[config.mk]
export PLATFORM = sky130hd
export DESIGN_NAME = wsff_cdiv
export DESIGN_NICKNAME = d
export VERILOG_FILES = /design/src/hdl/assert_macros.svh /design/src/hdl/wsff_pkg.sv /design/src/hdl/wsff_cdiv.sv
export SDC_FILE = /design/constraint.sdc
export NUM_CORES = 1
export LEC_CHECK = 0
export BUFFER_PORTS_ARGS = -buffer_cell sky130_fd_sc_hd__buf_2
export CAP_MARGIN = 5
export CORE_AREA = 5 5 95 119
export CTS_BUF_LIST = sky130_fd_sc_hd__clkbuf_16
export DETAILED_ROUTE_END_ITERATION = 8
export DIE_AREA = 0 0 100 124
export HOLD_SLACK_MARGIN = 0.03
export PLACE_DENSITY = 0.52
export SYNTH_ARGS = -nofsm -noshare
export SYNTH_HDL_FRONTEND = slang
export SYNTH_SLANG_ARGS = --single-unit
[constraint.sdc]
create_clock -name i_clk -period 7.7 [get_ports i_clk]
set_input_delay 1.54 -clock i_clk [delete_from_list [all_inputs] [get_ports i_clk]]
set_output_delay 1.54 -clock i_clk [all_outputs]
set_load 0.01 [all_outputs]
[src/hdl/assert_macros.svh]
// concurrent assertion helpers, clocked and disabled during reset
`ifndef ASSERT_MACROS_SVH
`define ASSERT_MACROS_SVH

// property holds at every clock edge out of reset
`define ASSERT_CLK(lbl, clk, rst_n, prop, msg) \
    lbl: assert property (@(posedge clk) disable iff (!rst_n) (prop)) else $error(msg);

// consequent holds in the cycle after the antecedent
`define ASSERT_NEXT(lbl, clk, rst_n, ante, cons, msg) \
    lbl: assert property (@(posedge clk) disable iff (!rst_n) (ante) |=> (cons)) else $error(msg);

`endif

[src/hdl/wsff_pkg.sv]
package wsff_pkg;

    localparam int CFG_BITS     = 10;
    localparam int CFG_IDX_BITS = 1;
    localparam int MODE_BITS    = 2;
    localparam int SPEED_BITS   = 12;
    localparam int BLEND_BITS   = 15;

    localparam int STAND_RESET  = 110;
    localparam int THREE_RESET  = 120;
    localparam int JUMP_LIMIT   = 20;
    localparam int SPEED_FLOOR  = -30;
    localparam int SPEED_MARGIN = 30;
    localparam int D_MAX        = 19661;
    localparam int DQ_LIMIT     = 20;
    localparam int Q16_HALF     = 32768;
    localparam int Q16_ROUND    = 65535;
    localparam int Q16_SHIFT    = 16;
    localparam int BLEND_ROUND  = 2;

    localparam int DIV_DIGITS   = 4;
    localparam int DIV_REM_BITS = 4;
    localparam int DIVISOR_TEN  = 10;
    localparam int DIVISOR_FIVE = 5;

    localparam logic [MODE_BITS-1:0]    MODE_STAND = 2'd0;
    localparam logic [MODE_BITS-1:0]    MODE_THREE = 2'd1;

    localparam logic [CFG_IDX_BITS-1:0] REG_STAND_TARGET = 1'b0;
    localparam logic [CFG_IDX_BITS-1:0] REG_THREE_TARGET = 1'b1;

    typedef enum logic {
        DIV_TEN,
        DIV_FIVE
    } t_div_sel;

    typedef struct packed {
        logic     start;
        t_div_sel sel;
    } t_div_req;

    // floor(k*k * 65536 / 1400) for a wheel deviation gap of k
    function automatic logic [BLEND_BITS-1:0] dq_lookup(input logic [4:0] k);
        logic [BLEND_BITS-1:0] r;
        case (k)
            5'd0:    r = 15'd0;
            5'd1:    r = 15'd46;
            5'd2:    r = 15'd187;
            5'd3:    r = 15'd421;
            5'd4:    r = 15'd748;
            5'd5:    r = 15'd1170;
            5'd6:    r = 15'd1685;
            5'd7:    r = 15'd2293;
            5'd8:    r = 15'd2995;
            5'd9:    r = 15'd3791;
            5'd10:   r = 15'd4681;
            5'd11:   r = 15'd5664;
            5'd12:   r = 15'd6740;
            5'd13:   r = 15'd7911;
            5'd14:   r = 15'd9175;
            5'd15:   r = 15'd10532;
            5'd16:   r = 15'd11983;
            5'd17:   r = 15'd13528;
            5'd18:   r = 15'd15166;
            5'd19:   r = 15'd16898;
            5'd20:   r = 15'd18724;
            default: r = BLEND_BITS'(D_MAX);
        endcase
        return r;
    endfunction

endpackage

[src/hdl/wsff_cdiv.sv]
module wsff_cdiv import wsff_pkg::*; #(
    parameter int W = 19
) (
    input  logic         i_clk,
    input  logic         i_rst_n,
    input  t_div_req     i_req,
    input  logic [W-1:0] i_dividend,
    output logic         o_done,
    output logic [W-1:0] o_quotient
);

    localparam int WP   = ((W + DIV_DIGITS - 1) / DIV_DIGITS) * DIV_DIGITS;
    localparam int NCYC = WP / DIV_DIGITS;
    localparam int CNTW = $clog2(NCYC + 1);

    logic [WP-1:0]           r_q;
    logic [WP-1:0]           n_q;
    logic [DIV_REM_BITS-1:0] r_rem;
    logic [DIV_REM_BITS-1:0] n_rem;
    logic [DIV_REM_BITS-1:0] r_dv;
    logic [CNTW-1:0]         r_cnt;
    logic                    r_busy;
    logic                    r_done;

    // restoring division, several quotient bits per cycle
    always_comb begin
        logic [DIV_REM_BITS:0] v_t;
        n_q   = r_q;
        n_rem = r_rem;
        for (int k = 0; k < DIV_DIGITS; k++) begin
            v_t = {n_rem, n_q[WP-1]};
            n_q = {n_q[WP-2:0], 1'b0};
            if (v_t >= {1'b0, r_dv}) begin
                v_t    = v_t - {1'b0, r_dv};
                n_q[0] = 1'b1;
            end
            n_rem = v_t[DIV_REM_BITS-1:0];
        end
    end

    always_ff @(posedge i_clk) begin
        if (!i_rst_n) begin
            r_busy <= 1'b0;
            r_done <= 1'b0;
            r_cnt  <= '0;
        end else begin
            r_done <= 1'b0;
            if (i_req.start) begin
                r_q    <= WP'(i_dividend);
                r_rem  <= '0;
                r_cnt  <= CNTW'(NCYC);
                r_busy <= 1'b1;
                case (i_req.sel)
                    DIV_TEN:  r_dv <= DIV_REM_BITS'(DIVISOR_TEN);
                    DIV_FIVE: r_dv <= DIV_REM_BITS'(DIVISOR_FIVE);
                    default:  r_dv <= DIV_REM_BITS'(DIVISOR_TEN);
                endcase
            end else if (r_busy) begin
                r_q   <= n_q;
                r_rem <= n_rem;
                r_cnt <= r_cnt - 1'b1;
                if (r_cnt == CNTW'(1)) begin
                    r_busy <= 1'b0;
                    r_done <= 1'b1;
                end
            end
        end
    end

    assign o_done     = r_done;
    assign o_quotient = r_q[W-1:0];

endmodule

# --- Word-level counts from Yosys, hierarchy flattened ---
# Index checks and enable logic that the tools add are counted.
totals:
  regBits: 33
  wordCells: 44
classes:
  add_sub_neg: 5
  n_lt_le_gt_ge: 4
  n_eq_ne: 1
  muxes: 18
  bitwise: 3
  reduce_logical: 5
op_table:
  columns: ["operator", "n"]
  rows:
  - ["$ge 5x4->1", 4]
  - ["$mux 20", 1]
  - ["$mux 4", 5]
  - ["$mux 19", 1]
  - ["$sub 4x4->4", 4]
  - ["$mux 1", 8]
  - ["$pmux 4 s2", 1]
  - ["$mux 3", 2]
  - ["$reduce_and 2->1", 2]
  - ["$eq 3x1->1 const B", 1]
  - ["$not 1->1", 3]
  - ["$reduce_or 3->1", 1]
  - ["$sub 3x1->3 const B", 1]
  - ["$reduce_bool 2->1", 1]
  - ["$reduce_or 2->1", 1]

# --- Logic depth before layout (Yosys ltp) ---
depth:
  ltp_word: 10
  ltp_mapped: 28
  mapped_depth_nobuf: 28

# --- Worst setup path after synthesis ---
# Ideal clock, no wire load.
synth_path:
  kind: "reg-to-reg"
  start: "register r_dv[1]"
  end: "register r_q[0], data pin"
  arrival_time_ns: 5.431
  required_ns: 7.440
  setup_slack_ns: 2.010
  stages_incl_launch_ff: 28
  path_cell_list: "edfxtp_1 -> inv_1 -> ha_1 -> nand2_1 -> o211ai_1 -> a21oi_1 -> mux2i_1 -> inv_1 -> ha_1 -> o21ai_0 -> o21ba_2 -> o21a_2 -> a21boi_0 -> ha_1 -> o21ai_0 -> a211oi_1 -> nor2_1 -> mux2i_1 -> or2_2 -> nand2_1 -> ha_1 -> nand3b_1 -> nand2_1 -> a31o_2 -> a21oi_1 -> o41a_1 -> nand3_1 -> mux2_2"
synth_via:
  elab_chain_cells: 10
synth_rtl:
  columns: ["item", "line_no", "text"]
  rows:
  - ["from (decl)", "wsff_cdiv.sv:20", "logic [DIV_REM_BITS-1:0] r_dv;"]
  - ["from (signal assigned)", "wsff_cdiv.sv:54", "DIV_TEN: r_dv <= DIV_REM_BITS'(DIVISOR_TEN);"]
  - ["from (signal assigned)", "wsff_cdiv.sv:55", "DIV_FIVE: r_dv <= DIV_REM_BITS'(DIVISOR_FIVE);"]
  - ["from (signal assigned)", "wsff_cdiv.sv:56", "default: r_dv <= DIV_REM_BITS'(DIVISOR_TEN);"]
  - ["$sub 4x4->4 / $ge 5x4->1 (equally long branches)", "wsff_cdiv.sv:34, wsff_cdiv.sv:33", null]
  - ["$mux 4", "wsff_cdiv.sv:33", "if (v_t >= {1'b0, r_dv}) begin"]
  - ["$sub 4x4->4 / $ge 5x4->1 (equally long branches)", "wsff_cdiv.sv:34, wsff_cdiv.sv:33", null]
  - ["$mux 4", "wsff_cdiv.sv:33", null]
  - ["$sub 4x4->4 / $ge 5x4->1 (equally long branches)", "wsff_cdiv.sv:34, wsff_cdiv.sv:33", null]
  - ["$mux 4", "wsff_cdiv.sv:33", null]
  - ["$ge 5x4->1 (*)", "wsff_cdiv.sv:33", null]
  - ["$mux 1 (*)", "wsff_cdiv.sv:33", null]
  - ["$mux 20 (*)", "wsff_cdiv.sv:58", "end else if (r_busy) begin"]
  - ["$mux 19 (*)", "wsff_cdiv.sv:48", "if (i_req.start) begin"]
  - ["to (signal assigned)", "wsff_cdiv.sv:49", "r_q <= WP'(i_dividend);"]
  - ["to (signal assigned)", "wsff_cdiv.sv:59", "r_q <= n_q;"]
  - ["to (decl)", "wsff_cdiv.sv:16", "logic [WP-1:0] r_q;"]
# Mark *: on every way between the ends. The rest lies on a longest branch, timed or not. The select of a mux whose other input is x is not followed.
# A chain may end at the register's enable or synchronous reset.

# --- Worst setup path in the final report ---
# Ends and elaborated chain as after synthesis.

==> impl_metrics.csv <==
group,metric,value,unit
status,outcome,"complete, no violations",
sta,rsz0062_at_grt,"false",
die,std_cell_rows,41,
sta,clock_skew,0.00155,ns
synth,ys_seq_area_share,36.4,%
sta,finalMaxSlewViolations,0,
sta,finalHoldViolCount,0,
placed_design,dp_hpwl,4370,um
clock_tree,cts_sinks,31,
clock_tree,cts_tree,"yes",
clock_tree,post-cts-setup-buffer-count,0,
setup_path,r2r_slack,1.06,ns
synth,syn-instance-count,230,
setup_path,critPathKind,"register to register",
setup_path,setup.worst_path.start_class,"register",
global_route,grt_pass1_vias,1810,
setup_path,cp_max_fo,10,
die,dieArea,12400,um^2
clock_tree,clk_latency,0.27,ns
global_route,gr-usage-all-layers,8.58,%
final_layout,area_delta_synth_final,14.5,%
route,vias_per_cell,4.56,
final_layout,fillers,1057,
synth,synth_cell_types,52,
clock_tree,path_clk_slew,0.05,ns
die,io_pins,43,
setup_path,reg2reg_to,"r_q[0]",
final_layout,seq_area,881,um^2
route,drt_iter0_markers,64,
route,wl_per_cell,13.8,um
clock_tree,clockBufferDepth,2,
final_layout,finalNetCount,302,
setup_path,crit_path_top_delay_cell,"a211oi_1",
route,drt_wl_total,5330,um
synth,yosys.cell_count.top_type,"edfxtp_1",
global_route,grt_pass1_wl,8480,um
synth,synthTopCellsByArea,"edfxtp_1 32%, ha_1 9.3%, mux2_2 9.3%",
synth,syn_area,2420,um^2
synth,async_flop_share,0,%
synth,yosysWarnings,0,
final_layout,drive_gt1_share,33.5,%
global_route,gr-total-overflow,0,
final_layout,multi_input_area,1300,um^2
setup_path,r2r_start,"r_dv[1]",
clock_tree,post_cts_resized,0,
global_route,antenna_found_initial,0,
global_route,grt_start_max_net_pins,27,
setup_path,cp.required,7.72,ns
job,drv_cap,0,
setup_path,crit_arrival,6.66,ns
hold_path,whs_endpoint,"r_cnt[1]",
synth,syn_nets,275,
synth,synthFlopType,"edfxtp_1",
die,die_x,100,um
synth,ys_ff_latch,31,
sta,tightestPinTransition,0.567,ns
sta,fin_crit_sh,86.2,%
sta,timing.final.crit_period,6.64,ns
setup_path,endpoint_kind,"register",
synth,synth_commonest_cells,"26 x edfxtp_1, 21 x inv_1, 20 x mux2_2, 19 x buf_4, 18 x ha_1",
clock_tree,h-tree-depth,2,
hold_path,hp-start,"r_cnt[1]",
hold_path,min_path_cells,2,
hold_path,hp-class,"register to register",
sta,setup_violations,0,
sta,fmax,0.151,GHz
placed_design,gp_congestion,0.817,
sta,max_slew_margin,62.0,%
setup_path,critPathMaxStageDelay,0.52,ns
clock_tree,ctsHoldBuffers,0,
route,route.vias.total,1760,
setup_path,ff2ff_path_depth,28,
synth,yosysTopAreaCell,"edfxtp_1",
sta,setup_tns,0,ns
route,drc,0,
route,drt_pre_antenna_iters,4,
die,initial_core_util,24.2,%
clock_tree,cts_root_buf,"clkbuf_16",
die,die_y,124,um
synth,syn_avg_cell_area,10.5,um^2
final_layout,antenna-diode-count,0,
route,antenna_left,0,
die,core_area,10000,um^2
synth,synth-edff-count,26,
synth,synth_top_cell_area_share,32.2,%
placed_design,io_buffer_count,42,
clock_tree,cts_buffers,5,
## cells in the final DEF (no fill, tap or decap), types with 2 or more instances in the layout
| cell type | n |
|---|---|
| buf_2 | 42 |
| edfxtp_1 | 26 |
| inv_1 | 21 |
| mux2_2 | 20 |
| ha_1 | 18 |
| nand2_1 | 13 |
| nor2_1 | 11 |
| o21ai_0 | 8 |
| a21oi_1 | 8 |
| xor2_1 | 5 |
| mux2i_1 | 5 |
| clkbuf_16 | 5 |
| dfxtp_1 | 5 |
| nand2b_1 | 4 |
| a211oi_1 | 4 |
| nor3_1 | 4 |
| fa_1 | 4 |
| a211o_1 | 3 |
| xnor2_1 | 3 |
| nor2b_1 | 3 |
| a31oi_1 | 3 |
| nand3b_1 | 2 |
| nand3_1 | 2 |
| a211oi_2 | 2 |
| o21ai_2 | 2 |
| a21boi_0 | 2 |
| o221ai_1 | 2 |
| o211ai_1 | 2 |
| nor2_2 | 2 |
| clkinv_1 | 2 |
| a311oi_2 | 2 |
## stage by stage
stage	hold WS [ns]	area, um^2	std cells	setup WS [ns]	utilization, %
5_1_grt	0.537	2770	386	0.360	27.7
2_1_floorplan	0.472	2420	230	2.01	-
4_1_cts	0.515	2770	386	1.01	27.7
6_report	0.509	2770	386	1.06	27.7
3_5_place_dp	0.509	2640	379	1.01	26.4
3_3_place_gp	0.486	2640	379	1.09	26.4
## flip-flops by register name, summed over array words and instances (netlist names)
| name | flops |
|---|---|
| r_q | 20 |
| r_dv | 2 |
| o_done | 1 |
| r_rem | 4 |
| r_busy | 1 |
| r_cnt | 3 |
## cell type report
cell class / count / share of cell area (%)
clock buffer: 5 / 4.51
clock inverter: 2 / 0.316
multi-input combinational: 154 / 46.8
tap: 129 / 5.82
sequential: 31 / 31.8
inverter: 22 / 2.98
timing repair buffer: 43 / 7.85
## worst max-delay path by stage
stage	depth (start not counted)	startpoint	endpoint
floorplan	27	r_dv[1]	r_q[0]
global placement	28	r_dv[1]	r_rem[1]
detailed placement	28	r_dv[1]	r_q[0]
CTS	28	r_dv[1]	r_q[0]
global route	28	r_dv[1]	r_q[0]
finish	28	r_dv[1]	r_q[0]
## layer usage
layer  share of wire (%)  vias up  GRT usage [%]
li1                    -      872              -
met1                  41      861           9.44
met2                  56       23           16.3
met3                 2.4        4           1.79
met4                0.71        0           2.78
met5                   0        -              0
## kinds of logic (layout without fill, tap and decap cells)
group	Yosys count	in the layout	share of synthesized area [%]
AND/OR/NAND/NOR	48	48	10.3
flip-flops	31	31	36.4
adder cells (fa/ha/maj)	22	22	12.6
buffers and inverters	45	72	10.2
multiplexers	25	25	11.4
AO/OA/AOI/OAI	51	51	16.2
XOR/XNOR	8	8	2.89
## critical path, delay by kind of cell (launching register included)
kind	cells	cell delay, ns
fa+ha+maj	4	1.19
flops	1	0.47
mux	3	0.90
simple gates	7	0.71
buf+inv	2	0.51
compound gates	12	2.61
Power is not shown: default switching activity piles up to over one toggle a cycle in this logic, so the estimate is an artifact.
